===== config.mk =====
export PLATFORM = sky130hd
export DESIGN_NAME = amgs_ram
export DESIGN_NICKNAME = d
export VERILOG_FILES = /design/src/sv/amgs_ram.sv
export SDC_FILE = /design/constraint.sdc
export NUM_CORES = 2
export LEC_CHECK = 0
export BUFFER_PORTS_ARGS = -buffer_cell sky130_fd_sc_hd__clkbuf_2
export CAP_MARGIN = 20
export CORE_AREA = 2 2 421 423
export CTS_CLUSTER_DIAMETER = 30
export DETAILED_ROUTE_END_ITERATION = 10
export DIE_AREA = 0 0 423 425
export GPL_TIMING_DRIVEN = 0
export PLACE_DENSITY = 0.67
export SYNTH_ARGS = -nofsm -noshare
export SYNTH_HDL_FRONTEND = slang
export SYNTH_SLANG_ARGS = --single-unit

===== constraint.sdc =====
create_clock -name clock -period 4.2 [get_ports clock]
set_input_delay 0.42 -clock clock [delete_from_list [all_inputs] [get_ports clock]]
set_output_delay 0.42 -clock clock [all_outputs]
set_load 0.02 [all_outputs]

===== src/sv/amgs_ram.sv =====
// ----------------------------------------------------------------------------
// amgs_ram: generic simple dual-port RAM
// One write port and one read port; read data is registered.
// ----------------------------------------------------------------------------
module amgs_ram #(
   parameter int WIDTH = 32,
   parameter int DEPTH = 64
) (
   input  logic                     clock,
   input  logic                     we,
   input  logic [$clog2(DEPTH)-1:0] waddr,
   input  logic [WIDTH-1:0]         wdata,
   input  logic [$clog2(DEPTH)-1:0] raddr,
   output logic [WIDTH-1:0]         rdata
);

   logic [WIDTH-1:0] mem_ff [DEPTH];
   logic [WIDTH-1:0] rdata_ff;

   always_ff @(posedge clock) begin
      if (we) begin
         mem_ff[waddr] <= wdata;
      end
      rdata_ff <= mem_ff[raddr];
   end

   assign rdata = rdata_ff;

endmodule


==> flow_metrics.tcl <==
set metrics [dict create \
    end_kind "flip-flop" \
    cts_resized 0 \
    wire_per_inst_um 37.5 \
    clock_latency_ns 0.97 \
    maxSlewViolCount 0 \
    cpMostUsedCell "buf_2" \
    vias 41900 \
    drc_errors 0 \
    whs_ns 0.0338 \
    core_um2 175000 \
    cts_buffer_depth 4 \
    pin_count 78 \
    cp-startpoint "raddr[1]" \
    dr.pass1.iters 7 \
    endpoint "rdata[11]" \
    reg2reg_depth 5 \
    async_reset_ff_share_pct 0 \
    fin_total_pwr_w 0.0575 \
    final_cells 6610 \
    grt_max_degree 65 \
    relSlewSlack_pct 8.92 \
    rsz0062_at_grt "no" \
    postCtsSetupBuffers 0 \
    ir_drop_uv 486 \
    timing.rr.start "mem_ff[43][6]" \
    fin_setup_tns_ns 0 \
    synth.top_cell.area_share_pct 78.3 \
    layout-drive-gt1-share_pct 36.1 \
    cts-htree-levels 5 \
    syn_area_um2 78500 \
    detail-route-antenna-nets 0 \
    grt_pass1_vias 42100 \
    crit_path_max_incr_delay_ns 0.95 \
    p_per_area_nw_per_um2 583 \
    period_share_pct 98.5 \
    final_util_pct 56.2 \
    crit_arrival_ns 4.88 \
    synthDistinctLibCells 34 \
    crit_path_start_kind "primary input" \
    antenna_found_initial 17 \
    ctsHoldBuffers 4 \
    slowest_stage "a21oi_1" \
    hold_viol_final 0 \
    clk_pin_slew_ns 0.05 \
    clock_sinks 2080 \
    yosys_warnings 0 \
    rows 154 \
    syn_area_per_cell_um2 23.6 \
    cts_buffers 405 \
    synth_top_cells_by_area "edfxtp_1, mux4_2, mux2i_1, dfxtp_1, o22ai_1" \
    tightest_slew_ns 1.37 \
    overflow 0 \
    maxCapViolations 0 \
    gp_congestion 0.899 \
    area_growth_syn_to_layout_pct 25.6 \
    synth_nets 3370 \
    outcome "finished, final reports clean" \
    leakage_nw 31.8 \
    wirelength_um 248000 \
    drt_iter0_markers 7033 \
    mostFrequentLayoutCells "edfxtp_1, mux4_2, clkbuf_16, clkbuf_1, mux2i_1" \
    synth_ff_type "edfxtp_1" \
    initial_core_util_pct 44.8 \
    syn_inst 3324 \
    setup_viol 0 \
    root_buffer "clkbuf_16" \
    dieArea_um2 180000 \
    ys_ff_latch 2080 \
    grt_pass1_wl_um 337000 \
    critical_path_class "primary input to flip-flop" \
    cts_tree "done" \
    regToRegSetupSlack_ns 1.38 \
    die_x_um 423 \
    synth_edf_count 2048 \
    critPathMaxFanout 10 \
    cp.required_ns 4.94 \
    min_period_ns 4.14 \
    fmax_mhz 242 \
    fp.dieH_um 425 \
    layout_commonest_cell "edfxtp_1" \
    dpl.hpwl_um 154000 \
    skew_ns 0.0733 \
    via_per_inst 6.34 \
    dp_cells 5858 \
    r2r-end "rdata[6]" \
    synth_top_area_cell "edfxtp_1" \
    nets 3991 \
    crit_path_cell_trace "buf_2 > buf_2 > buf_2 > clkbuf_1 > buf_2 > mux2i_1 > a21oi_1 > a21oi_1 > nor2_1" \
    hold_path.class "primary input to flip-flop" \
    synth_seq_area_share_pct 79.1 \
    port_buffers 69 \
    grt_usage_pct 27.5 \
]
[sequential cells by signal (all words and copies together), names as in the netlist]
| register | cells |
|---|---|
| rdata | 32 |
| mem_ff | 2048 |
[power by group]
group          switching, W  total (W)  internal (W)  leakage (nW)
clock                0.0107     0.0319        0.0212          6.46
sequential        0.0000532     0.0231        0.0230          18.7
combinational       0.00168    0.00254      0.000859          6.69
[final cells by class]
cell class	instances	area [um2]
clock inverters	275	3040
multi-input cells	1062	16000
repair buffers	214	3210
fillers	12300	76700
clock buffers	454	10500
flip-flops and latches	2080	62100
plain buffers	182	886
well taps	2340	2930
diodes	3	7.51
[critical path, delay by kind of cell]
family | cells | cell delay [ns]
compound gates | 2 | 1.16
buf+inv | 5 | 2.74
mux | 1 | 0.31
simple gates | 1 | 0.17
[routing by layer]
metal	wire, um	track usage, %
met5	126	0
met4	15500	15.7
met3	32500	8.37
met2	116000	42.1
met1	84200	35.1
[cells in the mapped netlist (2+ instances only)]
cell,n
buf_6,5
nor3_1,7
nor2b_1,15
a21oi_1,62
o22ai_1,84
mux4_2,544
a41o_1,4
edfxtp_1,2048
buf_4,25
buf_2,57
nor2_1,137
or3_1,3
nand3_1,5
o32ai_1,4
or3b_1,2
a311oi_1,8
buf_1,21
nand4_1,2
and2_1,2
nand2b_1,8
clkbuf_1,74
mux2i_1,93
o221ai_1,27
dfxtp_1,32
or3b_2,3
a22oi_1,12
and3_1,4
nand2_1,26
nand3b_1,5
[worst min path at each step]
stage	start	to	slack (ns)	cells past startpoint
global route	wdata[23]	mem_ff[7][23]	0.005	1
CTS	wdata[3]	mem_ff[8][3]	0.04	1
global placement	rdata[10]	rdata[10]	0.84	1
finish	wdata[23]	mem_ff[7][23]	0.03	1
floorplan	wdata[0]	mem_ff[0][0]	0.52	0
detailed placement	rdata[10]	rdata[10]	0.84	1
[logic make-up after synthesis]
kind of cell	after synthesis	share of synthesized area (%)
simple gates	223	1.27
flops	2080	79.1
compound gates	202	1.67
mux	637	16.8
buf+inv	182	1.13
[stage by stage]
stage	worst slack, ns	area [um2]
after floorplan	0.620	78500
after global placement	-3.56	81800
after detailed placement	-0.666	84800
after CTS	0.257	98400
after global routing	0.0818	98600
final	0.0623	98600
No activity file was read; power rests on OpenSTA's default activity.
