`src/sv/amgs_pkg.sv`:
```
// ----------------------------------------------------------------------------
// amgs_pkg: shared types and constants of the adjacency matrix graph store
// Sizes, action and status codes, and the memory request bundles that pass
// between the sequencer and the top level.
// ----------------------------------------------------------------------------
package amgs_pkg;

   localparam int MAX_VERTICES = 64;
   localparam int VIDX_W       = 6;
   localparam int VCNT_W       = 7;
   localparam int MAT_AW       = 2 * VIDX_W;
   localparam int MAT_DEPTH    = MAX_VERTICES * MAX_VERTICES;
   localparam int WEIGHT_W     = 32;
   localparam int DEG_W        = 6;
   localparam int EDGE_W       = 12;

   localparam logic [EDGE_W-1:0] DEG_MAX  = 12'd63;
   localparam logic [EDGE_W-1:0] EDGE_MAX = 12'd4095;

   localparam logic [2:0] ACT_CLEAR       = 3'd0;
   localparam logic [2:0] ACT_ADD_VERTEX  = 3'd1;
   localparam logic [2:0] ACT_ADD_EDGE    = 3'd2;
   localparam logic [2:0] ACT_REMOVE_EDGE = 3'd3;
   localparam logic [2:0] ACT_SET_WEIGHT  = 3'd4;
   localparam logic [2:0] ACT_QUERY       = 3'd5;
   localparam logic [2:0] ACT_NEXT_NEIGH  = 3'd6;

   localparam logic [1:0] STATUS_OK      = 2'd0;
   localparam logic [1:0] STATUS_FULL    = 2'd1;
   localparam logic [1:0] STATUS_INVALID = 2'd2;

   typedef struct packed {
      logic                we;
      logic [MAT_AW-1:0]   waddr;
      logic [WEIGHT_W-1:0] wdata;
      logic [MAT_AW-1:0]   raddr;
   } mat_req_type;

   typedef struct packed {
      logic              we;
      logic [VIDX_W-1:0] waddr;
      logic [DEG_W-1:0]  wdata;
      logic [VIDX_W-1:0] raddr;
   } deg_req_type;

endpackage

```
`src/sv/amgs_step.sv`:
```
// ----------------------------------------------------------------------------
// amgs_step: saturating up/down step unit
// Shared by the degree counters and the edge counter.
// ----------------------------------------------------------------------------
module amgs_step (
   input  logic [amgs_pkg::EDGE_W-1:0] value,
   input  logic [amgs_pkg::EDGE_W-1:0] limit,
   input  logic                        up,
   output logic [amgs_pkg::EDGE_W-1:0] result
);

   always_comb begin
      result = value;
      if (up) begin
         if (value < limit) begin
            result = value + 12'd1;
         end
      end else begin
         if (value != '0) begin
            result = value - 12'd1;
         end
      end
   end

endmodule

```
`src/sv/amgs_seq.sv`:
```
// ----------------------------------------------------------------------------
// amgs_seq: action sequencer
// Walks each action through the matrix and degree memories, one memory
// access per port per cycle, and holds the vertex and edge counters.
// ----------------------------------------------------------------------------
module amgs_seq (
   input  logic                                 clock,
   input  logic                                 reset,
   input  logic                                 start,
   output logic                                 busy,
   input  logic [2:0]                           req_action,
   input  logic [amgs_pkg::VIDX_W-1:0]          req_vertex_a,
   input  logic [amgs_pkg::VIDX_W-1:0]          req_vertex_b,
   input  logic signed [amgs_pkg::WEIGHT_W-1:0] req_edge_weight,
   input  logic                                 req_scan_from_start,
   input  logic [amgs_pkg::WEIGHT_W-1:0]        null_weight,
   output amgs_pkg::mat_req_type                mat_req,
   input  logic [amgs_pkg::WEIGHT_W-1:0]        mat_rdata,
   output amgs_pkg::deg_req_type                deg_req,
   input  logic [amgs_pkg::DEG_W-1:0]           deg_rdata,
   output logic                                 rsp_strobe,
   output logic [1:0]                           rsp_status,
   output logic signed [amgs_pkg::WEIGHT_W-1:0] rsp_pair_weight,
   output logic                                 rsp_edge_exists,
   output logic [amgs_pkg::DEG_W-1:0]           rsp_degree_of_a,
   output logic [amgs_pkg::VCNT_W-1:0]          rsp_vertices_in_use,
   output logic [amgs_pkg::EDGE_W-1:0]          rsp_edges_in_use,
   output logic [amgs_pkg::VIDX_W-1:0]          rsp_neighbour_index,
   output logic                                 rsp_neighbour_found
);

   localparam logic [3:0] ST_IDLE    = 4'd0;
   localparam logic [3:0] ST_SWEEP   = 4'd1;
   localparam logic [3:0] ST_NEW_DEG = 4'd2;
   localparam logic [3:0] ST_WR_AB   = 4'd3;
   localparam logic [3:0] ST_WR_BA   = 4'd4;
   localparam logic [3:0] ST_RD_B    = 4'd5;
   localparam logic [3:0] ST_UPD_B   = 4'd6;
   localparam logic [3:0] ST_EDGE    = 4'd7;
   localparam logic [3:0] ST_QRY     = 4'd8;
   localparam logic [3:0] ST_QCHK    = 4'd9;
   localparam logic [3:0] ST_SCAN    = 4'd10;
   localparam logic [3:0] ST_RD_DEG  = 4'd11;
   localparam logic [3:0] ST_OUT     = 4'd12;

   localparam int SWEEP_W = amgs_pkg::VIDX_W + 1;

   logic [3:0]                         state_ff, state_in;
   logic [2:0]                         op_ff, op_in;
   logic [amgs_pkg::VIDX_W-1:0]        a_ff, a_in;
   logic [amgs_pkg::VIDX_W-1:0]        b_ff, b_in;
   logic [amgs_pkg::WEIGHT_W-1:0]      wdat_ff, wdat_in;
   logic [SWEEP_W-1:0]                 cnt_ff, cnt_in;
   logic [amgs_pkg::VCNT_W-1:0]        issue_ff, issue_in;
   logic                               chk_valid_ff, chk_valid_in;
   logic [amgs_pkg::VIDX_W-1:0]        chk_idx_ff, chk_idx_in;
   logic [amgs_pkg::VCNT_W-1:0]        vtot_ff, vtot_in;
   logic [amgs_pkg::EDGE_W-1:0]        etot_ff, etot_in;
   logic [1:0]                         status_ff, status_in;
   logic [amgs_pkg::WEIGHT_W-1:0]      pw_ff, pw_in;
   logic                               exists_ff, exists_in;
   logic [amgs_pkg::VIDX_W-1:0]        nidx_ff, nidx_in;
   logic                               nfound_ff, nfound_in;

   logic                               valid_a_req;
   logic                               valid_b_req;
   logic                               weight_differs;
   logic [amgs_pkg::VIDX_W-1:0]        new_vertex;
   logic [amgs_pkg::EDGE_W-1:0]        step_value;
   logic [amgs_pkg::EDGE_W-1:0]        step_limit;
   logic [amgs_pkg::EDGE_W-1:0]        step_result;

   assign valid_a_req    = {1'b0, req_vertex_a} < vtot_ff;
   assign valid_b_req    = {1'b0, req_vertex_b} < vtot_ff;
   assign weight_differs = mat_rdata != null_weight;
   assign new_vertex     = vtot_ff[amgs_pkg::VIDX_W-1:0];

   // The edge counter and both degree counters share one step unit.
   assign step_value = (state_ff == ST_EDGE) ? etot_ff
                                             : {{(amgs_pkg::EDGE_W-amgs_pkg::DEG_W){1'b0}},
                                                deg_rdata};
   assign step_limit = (state_ff == ST_EDGE) ? amgs_pkg::EDGE_MAX : amgs_pkg::DEG_MAX;

   amgs_step u_step (
      .value  (step_value),
      .limit  (step_limit),
      .up     (op_ff == amgs_pkg::ACT_ADD_EDGE),
      .result (step_result)
   );

   always_comb begin
      state_in     = state_ff;
      op_in        = op_ff;
      a_in         = a_ff;
      b_in         = b_ff;
      wdat_in      = wdat_ff;
      cnt_in       = cnt_ff;
      issue_in     = issue_ff;
      chk_valid_in = chk_valid_ff;
      chk_idx_in   = chk_idx_ff;
      vtot_in      = vtot_ff;
      etot_in      = etot_ff;
      status_in    = status_ff;
      pw_in        = pw_ff;
      exists_in    = exists_ff;
      nidx_in      = nidx_ff;
      nfound_in    = nfound_ff;

      mat_req.we    = 1'b0;
      mat_req.waddr = {a_ff, b_ff};
      mat_req.wdata = wdat_ff;
      mat_req.raddr = {a_ff, b_ff};
      deg_req.we    = 1'b0;
      deg_req.waddr = a_ff;
      deg_req.wdata = step_result[amgs_pkg::DEG_W-1:0];
      deg_req.raddr = a_ff;

      case (state_ff)
         ST_IDLE: begin
            if (start) begin
               op_in        = req_action;
               a_in         = req_vertex_a;
               b_in         = req_vertex_b;
               wdat_in      = (req_action == amgs_pkg::ACT_REMOVE_EDGE) ? null_weight
                                                                        : req_edge_weight;
               cnt_in       = '0;
               issue_in     = req_scan_from_start ? '0
                                                  : {1'b0, req_vertex_b} + 7'd1;
               chk_valid_in = 1'b0;
               status_in    = amgs_pkg::STATUS_OK;
               pw_in        = '0;
               exists_in    = 1'b0;
               nidx_in      = '0;
               nfound_in    = 1'b0;
               state_in     = ST_RD_DEG;
               case (req_action)
                  amgs_pkg::ACT_CLEAR: begin
                     vtot_in = '0;
                     etot_in = '0;
                  end
                  amgs_pkg::ACT_ADD_VERTEX: begin
                     if (vtot_ff >= amgs_pkg::VCNT_W'(amgs_pkg::MAX_VERTICES)) begin
                        status_in = amgs_pkg::STATUS_FULL;
                     end else begin
                        state_in = ST_SWEEP;
                     end
                  end
                  amgs_pkg::ACT_ADD_EDGE,
                  amgs_pkg::ACT_REMOVE_EDGE,
                  amgs_pkg::ACT_SET_WEIGHT: begin
                     if (valid_a_req && valid_b_req) begin
                        state_in = ST_WR_AB;
                     end else begin
                        status_in = amgs_pkg::STATUS_INVALID;
                     end
                  end
                  amgs_pkg::ACT_QUERY: begin
                     if (valid_a_req && valid_b_req) begin
                        state_in = ST_QRY;
                     end else begin
                        status_in = amgs_pkg::STATUS_INVALID;
                     end
                  end
                  amgs_pkg::ACT_NEXT_NEIGH: begin
                     if (valid_a_req) begin
                        state_in = ST_SCAN;
                     end else begin
                        status_in = amgs_pkg::STATUS_INVALID;
                     end
                  end
                  default: begin
                  end
               endcase
            end
         end

         // Even counts null the new vertex's row entry, odd counts its column entry.
         ST_SWEEP: begin
            mat_req.we    = 1'b1;
            mat_req.wdata = null_weight;
            mat_req.waddr = cnt_ff[0] ? {cnt_ff[SWEEP_W-1:1], new_vertex}
                                      : {new_vertex, cnt_ff[SWEEP_W-1:1]};
            cnt_in = cnt_ff + 1'b1;
            if (cnt_ff == '1) begin
               state_in = ST_NEW_DEG;
            end
         end

         ST_NEW_DEG: begin
            deg_req.we    = 1'b1;
            deg_req.waddr = new_vertex;
            deg_req.wdata = '0;
            vtot_in       = vtot_ff + 1'b1;
            state_in      = ST_RD_DEG;
         end

         ST_WR_AB: begin
            mat_req.we = 1'b1;
            state_in   = ST_WR_BA;
         end

         ST_WR_BA: begin
            mat_req.we    = 1'b1;
            mat_req.waddr = {b_ff, a_ff};
            if (op_ff == amgs_pkg::ACT_SET_WEIGHT) begin
               state_in = ST_RD_DEG;
            end else begin
               deg_req.we = 1'b1;
               state_in   = ST_RD_B;
            end
         end

         // The read of b waits for a's update so that a self loop counts twice.
         ST_RD_B: begin
            deg_req.raddr = b_ff;
            state_in      = ST_UPD_B;
         end

         ST_UPD_B: begin
            deg_req.we    = 1'b1;
            deg_req.waddr = b_ff;
            state_in      = ST_EDGE;
         end

         ST_EDGE: begin
            etot_in  = step_result;
            state_in = ST_RD_DEG;
         end

         ST_QRY: begin
            state_in = ST_QCHK;
         end

         ST_QCHK: begin
            pw_in     = mat_rdata;
            exists_in = weight_differs;
            state_in  = ST_RD_DEG;
         end

         // One read is issued per cycle while the previous one is checked.
         ST_SCAN: begin
            mat_req.raddr = {a_ff, issue_ff[amgs_pkg::VIDX_W-1:0]};
            if (chk_valid_ff && weight_differs) begin
               nidx_in   = chk_idx_ff;
               nfound_in = 1'b1;
               state_in  = ST_RD_DEG;
            end else if (issue_ff < vtot_ff) begin
               issue_in     = issue_ff + 1'b1;
               chk_valid_in = 1'b1;
               chk_idx_in   = issue_ff[amgs_pkg::VIDX_W-1:0];
            end else if (chk_valid_ff) begin
               chk_valid_in = 1'b0;
            end else begin
               state_in = ST_RD_DEG;
            end
         end

         ST_RD_DEG: begin
            state_in = ST_OUT;
         end

         ST_OUT: begin
            state_in = ST_IDLE;
         end

         default: begin
            state_in = ST_IDLE;
         end
      endcase
   end

   always_ff @(posedge clock) begin
      if (reset) begin
         state_ff     <= ST_IDLE;
         vtot_ff      <= '0;
         etot_ff      <= '0;
         chk_valid_ff <= 1'b0;
      end else begin
         state_ff     <= state_in;
         vtot_ff      <= vtot_in;
         etot_ff      <= etot_in;
         chk_valid_ff <= chk_valid_in;
      end
   end

   always_ff @(posedge clock) begin
      op_ff      <= op_in;
      a_ff       <= a_in;
      b_ff       <= b_in;
      wdat_ff    <= wdat_in;
      cnt_ff     <= cnt_in;
      issue_ff   <= issue_in;
      chk_idx_ff <= chk_idx_in;
      status_ff  <= status_in;
      pw_ff      <= pw_in;
      exists_ff  <= exists_in;
      nidx_ff    <= nidx_in;
      nfound_ff  <= nfound_in;
   end

   assign busy                = state_ff != ST_IDLE;
   assign rsp_strobe          = state_ff == ST_OUT;
   assign rsp_status          = status_ff;
   assign rsp_pair_weight     = pw_ff;
   assign rsp_edge_exists     = exists_ff;
   assign rsp_degree_of_a     = ({1'b0, a_ff} < vtot_ff) ? deg_rdata : '0;
   assign rsp_vertices_in_use = vtot_ff;
   assign rsp_edges_in_use    = etot_ff;
   assign rsp_neighbour_index = nidx_ff;
   assign rsp_neighbour_found = nfound_ff;

endmodule

```
`config.mk`:
```
export PLATFORM = sky130hd
export DESIGN_NAME = amgs_seq
export DESIGN_NICKNAME = d
export VERILOG_FILES = /design/src/sv/amgs_pkg.sv /design/src/sv/amgs_step.sv /design/src/sv/amgs_seq.sv
export SDC_FILE = /design/constraint.sdc
export NUM_CORES = 1
export LEC_CHECK = 0
export BUFFER_PORTS_ARGS = -buffer_cell sky130_fd_sc_hd__buf_2
export CORE_ASPECT_RATIO = 1.2
export CORE_MARGIN = 2
export CORE_UTILIZATION = 45
export DETAILED_ROUTE_END_ITERATION = 8
export PLACE_DENSITY = 0.72
export SKIP_LAST_GASP = 1
export SYNTH_ARGS = -nofsm -noshare
export SYNTH_HDL_FRONTEND = slang
export SYNTH_SLANG_ARGS = --single-unit
```
`constraint.sdc`:
```
create_clock -name clock -period 3.2 [get_ports clock]
set_input_delay 0.16 -clock clock [delete_from_list [all_inputs] [get_ports clock]]
set_output_delay 0.16 -clock clock [all_outputs]
set_load 0.005 [all_outputs]
```
==> results of run 1 <==
==> layout by cell type, fill, tap and decap left out, types with 23 or more instances in the layout <==
cell	count
nand2_1	60
a21oi_1	33
nor2_1	75
mux2i_1	23
buf_2	265
mux2_2	71
dfxtp_1	24
edfxtp_1	109
buf_4	24
ha_1	28
and2_1	39
xor2_1	46
nand3_1	24
==> through the flow <==
stage / worst slack, ns / hold WS [ns] / cells / utilization / cell area, sq um
final: 0.156 / 0.0356 / 1310 / 0.588 / 10700
after detailed placement: 0.402 / 0.358 / 1262 / 0.546 / 9930
after CTS: 0.0539 / 0.0203 / 1309 / 0.587 / 10700
after global routing: 0.00273 / 0.0199 / 1310 / 0.588 / 10700
after floorplan: 0.303 / 0.259 / 792 / - / 8320
after global placement: 0.474 / 0.352 / 1262 / 0.546 / 9930
==> power by group through the flow <==
stage | clock [mW] | sequential [mW] | combinational [mW]
6_report | 1.99 | 2.72 | 2.78
5_1_grt | 2.09 | 2.76 | 3.05
4_1_cts | 2.03 | 2.71 | 2.80
3_5_place_dp | 0 | 2.75 | 2.77
3_3_place_gp | 0 | 2.73 | 2.74
2_1_floorplan | 0 | 2.69 | 1.59
==> per-layer routing <==
layer / vias up / track usage / share of wire
met3: 42 / 0.0522 / 0.079
met1: 3480 / 0.318 / 0.41
met2: 366 / 0.429 / 0.49
met4: 0 / 0.102 / 0.025
met5: - / 0 / 0
li1: 3506 / - / -
==> cell families (layout without fill, tap and decap cells) <==
logic type / Yosys count / after routing
DFF: 133 / 133
muxes: 95 / 95
other: 0 / 1
and+or+nand+nor: 283 / 283
AOI/OAI and AO/OA: 136 / 136
xor gates and xnor gates: 56 / 56
buffers and inverters: 60 / 353
adders and majority gates: 29 / 29
==> final cells by class <==
class | count | area, sq um | area share
clock inverters | 15 | 166 | 0.0156
repair buffers | 302 | 1650 | 0.154
flip-flops and latches | 133 | 3750 | 0.351
well taps | 224 | 280 | 0.0262
inverters | 19 | 71.3 | 0.00668
diodes | 1 | 2.50 | 0.000234
clock buffers | 17 | 425 | 0.0398
multi-input cells | 599 | 4330 | 0.406
==> what timing repair did <==
action | in CTS | in global routing
pin swaps | 1 | 1
hold buffers | 12 | 0
buffers inserted | 3 | 0
gates resized for setup | 1 | 2
setup endpoints to repair | 3 | 5
endpoints found under the hold margin | 12 | 0
==> sequential cells by signal, summed over array words and instances, names as in the netlist, 4 cells and up <==
register             cells
a_ff                     6
rsp_vertices_in_use      7
b_ff                     6
issue_ff                 7
wdat_ff                 32
rsp_pair_weight         32
rsp_neighbour_index      6
rsp_edges_in_use        12
state_ff                 4
chk_idx_ff               6
cnt_ff                   7
==> worst max-delay path by stage <==
stage	start	endpoint	slack [ns]
detailed placement	state_ff[2]	deg_req[11]	0.40
finish	state_ff[1]	deg_req[9]	0.16
global placement	state_ff[2]	deg_req[10]	0.47
global route	state_ff[1]	deg_req[9]	0.003
CTS	state_ff[1]	deg_req[9]	0.05
floorplan	state_ff[3]	deg_req[9]	0.30
==> critical path: cells and delay by family (launching register included) <==
kind | cells | cell delay, ns
AND/OR/NAND/NOR | 3 | 0.65
multiplexers | 1 | 0.25
AO/OA/AOI/OAI | 3 | 0.59
flip-flops | 1 | 0.39
buffers and inverters | 3 | 0.32
adder cells (fa/ha/maj) | 1 | 0.26
==> results.ini, run 1 <==
[pwr]
p_comb_frac = 0.371
vdd_drop_max_v = 0.000363
cellPowerDensity_nw_per_um2 = 701
swShare = 0.352
internal-power_mw = 4.86
pwr-share-clk = 0.266
seqPwrFrac = 0.363
netSwitchingPower_mw = 2.63
power_mw = 7.49
leakage_nw = 4.50

[sta]
finalSetupViolCount = 0
post-route-min-period_ns = 3.04
worst_pin_slew_ns = 0.974
fmax_ghz = 0.328
fin_crit_sh = 0.951
rsz0062_at_grt = no
skew_ns = 0.0113
drv_slew = 0
slew_headroom = 0.350
hold_violations = 0
setup_total_negative_slack_ns = 0

[routing]
drt_iter0_drc = 595
vias_per_cell = 5.64
post-route-drc-count = 0
drt-total-wl_um = 25300
dr_total_vias = 7394
avgRoutedWirePerCell_um = 19.3
postRouteAntennaNets = 0
drtPass1Iterations = 5

[place]
gp_congestion = 0.902
portBuffers = 265
detailed_place_hpwl_um = 18700

[grt]
overflow = 0
grt_pass1_vias = 7102
grt_max_degree = 48
grt_usage = 0.254
antenna_found_initial = 1
grt_pass1_wl_um = 38400

[critical_path]
crit_slowest_cell = dfxtp_1
critPathKind = reg2out
r2r_slack_ns = 0.73
crit_chain = nand4b_4, mux2i_2, inv_1, ha_2, inv_1, nor4b_4, a21oi_1, a22o_1, a31oi_1, nor2b_1, buf_2
slowest_delay_ns = 0.39
timing.rr.end = rsp_edges_in_use[0]
end_kind = primary output
reg2reg_depth = 9
cp_data_arrival_time_ns = 2.88
required_ns = 3.04
r2r_start = state_ff[2]
cp-start-kind = register
crit_top_cell = inv_1
critPathMaxFanout = 8

[synthesis]
synth_area_sq_um = 8320
yosysMostFrequentCell = edfxtp_1
syn-num-nets = 942
synth_cells = 792
yosysWarnings = 0
ys_top_cells_by_area = edfxtp_1, mux2_2, dfxtp_1
yosysUniqueCellTypes = 70
ys_ff_latch = 133
netlist.area_leader.share = 0.394
synth_xor_area_frac = 0.0590
synthArstFlopShare = 0
synth_largest_area_cell = edfxtp_1
synth_top_family_by_area = simple AND/OR/NAND/NOR gates
ys_seq_area_frac = 0.451
synth.top_cells.by_count = edfxtp_1, nor2_1, mux2_2, nand2_1, xor2_1
syn-mean-instance-area_sq_um = 10.5
synth-edff-count = 109
synth_ff_type = edfxtp_1
synth-simple-area-share = 0.175
synthAdderAreaFrac = 0.0436
synth.area.mux_share = 0.125
synth_compound_area_frac = 0.116

[clock_network]
cts_buffer_depth = 2
root_buffer = clkbuf_16
clkTransAtPathRegs_ns = 0.07
h-tree-depth = 4
clkSinkCount = 133
cts_tree = done
numCtsBuffers = 17
clock_latency_ns = 0.42

[floorplan]
dieArea_sq_um = 19600
num_rows = 54
core_sq_um = 18200
io_pins = 266
die_w_um = 128
initial_core_util = 0.458
die_h_um = 153

[min_path]
min_path_type = in2reg
min_to = wdat_ff[29]
holdPathStages = 2
holdCritStartpoint = req_edge_weight[29]

[status]
run_status = finished clean

[layout]
final_layout_size_suffix_gt1_frac = 0.378
synthToLayoutAreaGrowth_pct = 28.4
fin_nets = 1222
layout.filler_cells = 1611

[job]
drv_cap = 0

(Power assumes the default switching activity.)
==> run 2, diff against run 1 <==
==> constraint.sdc (replaced) <==
create_clock -name clock -period 3.2 [get_ports clock]
set_input_delay 0.48 -clock clock [delete_from_list [all_inputs] [get_ports clock]]
set_output_delay 0.48 -clock clock [all_outputs]
set_load 0.005 [all_outputs]
==> results.ini, run 2 (synthesized netlist as in run 1, its figures left out) <==
[grt]
grt_usage = 0.257
overflow = 0
antenna_found_initial = 0
grt_pass1_vias = 7140
grt_max_degree = 34
grt_pass1_wl_um = 38800

[sta]
finalSetupViolCount = 0
fmax_ghz = 0.318
post-route-min-period_ns = 3.14
hold_violations = 0
rsz0062_at_grt = yes
worst_pin_slew_ns = 1.00
setup_total_negative_slack_ns = 0
holdWs_ns = 0.247
slew_headroom = 0.332
fin_crit_sh = 0.982
layout_setup_ws_ns = 0.0586
skew_ns = 0.0136
drv_slew = 0

[pwr]
seqPwrFrac = 0.364
leakage_nw = 4.50
pwr-share-clk = 0.253
power_mw = 7.43
p_comb_frac = 0.383
swShare = 0.363
internal-power_mw = 4.74
cellPowerDensity_nw_per_um2 = 699
vdd_drop_max_v = 0.000436
netSwitchingPower_mw = 2.70

[floorplan]
die_w_um = 128
num_rows = 54
io_pins = 266
core_sq_um = 18200
die_h_um = 153
dieArea_sq_um = 19600
initial_core_util = 0.458

[layout]
synthToLayoutAreaGrowth_pct = 27.9
finish.instance_area_sq_um = 10600
final_core_util = 0.585
layout.filler_cells = 1584
final_cells = 1307
final_layout_size_suffix_gt1_frac = 0.396
final_common_cell = buf_2
final_cell_mix = buf_2, edfxtp_1, nor2_1
num_antenna_cells = 0
fin_nets = 1220

[critical_path]
cp_data_arrival_time_ns = 2.66
slowest_delay_ns = 0.37
crit_chain = nand4b_4, mux2i_1, inv_1, ha_4, inv_1, nor4b_4, a21oi_2, a22o_1, a31oi_2, nor2b_1, buf_2
crit_slowest_cell = nor4b_4
critPathMaxFanout = 7
critPathTopFamily = simple AND/OR/NAND/NOR gates
critPathKind = reg2out
cp_num_buf_inv = 3
cp-start-kind = register
end_kind = primary output
crit_top_cell = inv_1
required_ns = 2.72

[routing]
postRouteAntennaNets = 0
vias_per_cell = 5.61
dr_total_vias = 7337
drt_iter0_drc = 489
avgRoutedWirePerCell_um = 19.5
drtPass1Iterations = 7
drt-total-wl_um = 25500
post-route-drc-count = 0

[place]
place_area_sq_um = 9990
portBuffers = 265
dp_worst_setup_slack_ns = 0.246
placed_cells = 1270
detailed_place_hpwl_um = 19100
gp_congestion = 0.934

[job]
drv_cap = 0

[clock_network]
clkTransAtPathRegs_ns = 0.07
clock_latency_ns = 0.43
numCtsBuffers = 17
hold_buffers = 0
clkSinkCount = 133
cts_buffer_depth = 2
cts_tree = done
h-tree-depth = 4
root_buffer = clkbuf_16

[status]
run_status = finished clean

[min_path]
min_path_type = in2reg

-- run 2: cell types whose count changed in the layout (fill, tap and decap cells not counted), moves of 2 or more --
| cell | delta |
|---|---|
| dfxtp_2 | +4 |
| clkinvlp_4 | +2 |
| dlygate4sd3_1 | -12 |
| buf_4 | +9 |
| dfxtp_1 | -4 |
| clkinv_1 | -2 |
| bufinv_16 | -2 |
-- run 2: cell type report --
cell class | count | area (sq um) | area share
Sequential cell | 133 | 3760 | 0.353
Tap cell | 224 | 280 | 0.0264
Clock buffer | 17 | 425 | 0.0400
Timing Repair Buffer | 300 | 1610 | 0.151
Inverter | 19 | 71.3 | 0.00671
Clock inverter | 15 | 138 | 0.0129
Multi-Input combinational cell | 599 | 4360 | 0.410
-- run 2: worst paths after layout --
| path | startpoint | to | slack, ns | cells after the start |
|---|---|---|---|---|
| max | state_ff[3] | deg_req[9] | 0.06 | 11 |
| min | req_vertex_a[0] | a_ff[0] | 0.25 | 1 |
| max reg2reg | state_ff[2] | state_ff[3] | 0.69 | 7 |
| min reg2reg | chk_valid_ff | chk_valid_ff | 0.52 | 2 |
-- run 2: power groups by stage --
stage	Clock [mW]	Combinational (mW)	Sequential, mW
floorplan	0	1.59	2.69
global placement	0	2.80	2.72
detailed placement	0	2.83	2.73
CTS	1.91	2.85	2.70
global route	1.98	3.11	2.75
finish	1.88	2.85	2.70
-- run 2: repair_timing --
item	CTS	global route
gates resized for setup	3	10
buffers inserted	2	3
cloned	0	0
pin swaps	1	3
setup endpoints to repair	4	5
-- run 2: routing by layer --
layer,up-vias,share of wire,track usage
li1,3501,-,-
met1,3422,0.40,0.314
met2,366,0.50,0.445
met3,48,0.080,0.0553
met4,0,0.024,0.0926
met5,-,0,0
==> run 3, diff against run 2 <==
==> constraint.sdc (replaced) <==
create_clock -name clock -period 3.2 [get_ports clock]
set_input_delay 0.64 -clock clock [delete_from_list [all_inputs] [get_ports clock]]
set_output_delay 0.64 -clock clock [all_outputs]
set_load 0.005 [all_outputs]
==> results.ini, run 3 (synthesized netlist as in run 1, its figures left out) <==
[layout]
num_antenna_cells = 0
final_layout_size_suffix_gt1_frac = 0.418
layout.filler_cells = 1571
fin_nets = 1239
final_common_cell = buf_2
finish.instance_area_sq_um = 10800
final_cell_mix = buf_2, edfxtp_1, nor2_1
synthToLayoutAreaGrowth_pct = 30.2

[sta]
worst_pin_slew_ns = 0.925
setup_total_negative_slack_ns = -0.0918
finalSetupViolCount = 3
drv_slew = 0
hold_violations = 0
fin_crit_sh = 1.02
skew_ns = 0.00781
rsz0062_at_grt = yes
slew_headroom = 0.383
post-route-min-period_ns = 3.25
holdWs_ns = 0.418
fmax_ghz = 0.308
layout_setup_ws_ns = -0.0516

[floorplan]
io_pins = 266
initial_core_util = 0.458
core_sq_um = 18200
die_h_um = 153
die_w_um = 128
num_rows = 54
dieArea_sq_um = 19600

[place]
detailed_place_hpwl_um = 19200
gp_congestion = 0.924
place_area_sq_um = 10100
portBuffers = 265

[clock_network]
cts_tree = done
clkTransAtPathRegs_ns = 0.06
h-tree-depth = 4
hold_buffers = 0
numCtsBuffers = 17
clkSinkCount = 133
cts_buffer_depth = 2
clock_latency_ns = 0.41
root_buffer = clkbuf_16

[routing]
postRouteAntennaNets = 0
drtPass1Iterations = 5
post-route-drc-count = 0
drt-total-wl_um = 25800
drt_iter0_drc = 462
dr_total_vias = 7467
vias_per_cell = 5.64
avgRoutedWirePerCell_um = 19.5

[critical_path]
cp-start-kind = register
reg2reg_depth = 8
crit_slowest_cell = dfxtp_2
timing.rr.end = state_ff[3]
slowest_delay_ns = 0.36
required_ns = 2.56
cp_data_arrival_time_ns = 2.61
r2r_start = state_ff[2]
end_kind = primary output
critPathKind = reg2out
r2r_slack_ns = 0.64
crit_top_cell = buf_4
crit_chain = nand4b_4, mux2i_2, buf_4, ha_4, o211ai_1, buf_4, a221o_1, o21ai_2, nor2_1, buf_2
critPathMaxFanout = 5

[grt]
overflow = 0
grt_pass1_vias = 7235
grt_usage = 0.256
grt_pass1_wl_um = 38800
grt_max_degree = 34
antenna_found_initial = 0

[min_path]
min_to = a_ff[0]
min_path_type = in2reg
holdPathStages = 1
holdCritStartpoint = req_vertex_a[0]

[pwr]
vdd_drop_max_v = 0.000509
cellPowerDensity_nw_per_um2 = 686
leakage_nw = 4.61

[status]
violations = setup timing
run_status = finished, violations left

[job]
drv_cap = 0

## run 3: repair_timing
| item | CTS | global route |
|---|---|---|
| gates resized for setup | 17 | 20 |
| buffers inserted | 4 | 11 |
| pin swaps | 5 | 9 |
| setup endpoints to repair | 9 | 21 |
| endpoints found under the hold margin | 0 | 0 |
## run 3: worst max-delay path: cells and delay by family (launching register included)
family          cells  cell delay (ns)
compound gates      3             0.61
buf+inv             3             0.54
flops               1             0.36
mux                 1             0.28
simple gates        2             0.27
fa+ha+maj           1             0.14
## run 3: per-layer routing
metal  vias to the layer above  wire length, um  GRT usage
met1                      3522            10300      0.315
li1                       3536                -          -
met4                         0              899      0.114
met3                        56             1880     0.0515
met5                         -                0          0
met2                       353            12700      0.433
## run 3: worst max path at each step
| stage | startpoint | end | slack (ns) |
|---|---|---|---|
| 6_report | state_ff[2] | deg_req[7] | -0.05 |
| 3_5_place_dp | deg_rdata[0] | deg_req[9] | -0.008 |
| 3_3_place_gp | deg_rdata[0] | deg_req[11] | 0.06 |
| 5_1_grt | state_ff[3] | deg_req[9] | -0.24 |
| 2_1_floorplan | state_ff[3] | deg_req[9] | 0.06 |
| 4_1_cts | state_ff[2] | deg_req[9] | -0.03 |
## run 3: metrics by stage
stage / util / total power [mW] / cells / setup slack [ns]
floorplan: - / 4.29 / 792 / 0.0562
global placement: 0.554 / 5.53 / 1279 / 0.0623
detailed placement: 0.554 / 5.57 / 1279 / -0.00755
CTS: 0.588 / 7.44 / 1314 / -0.0296
global route: 0.596 / 7.85 / 1325 / -0.239
finish: 0.596 / 7.43 / 1325 / -0.0516
## run 3: power by group
part,internal [mW],switching [mW]
Clock,1.06,0.767
Combinational,1.30,1.58
Sequential,2.45,0.278
Total,4.81,2.62
## run 3: layout make-up
type / instances / area [sq um] / area share
clock inverter: 13 / 110 / 0.0102
sequential: 133 / 3760 / 0.347
inverter: 19 / 71.3 / 0.00659
timing repair buffer: 319 / 1750 / 0.162
multi-input combinational: 599 / 4430 / 0.409
clock buffer: 18 / 429 / 0.0396
tap: 224 / 280 / 0.0259
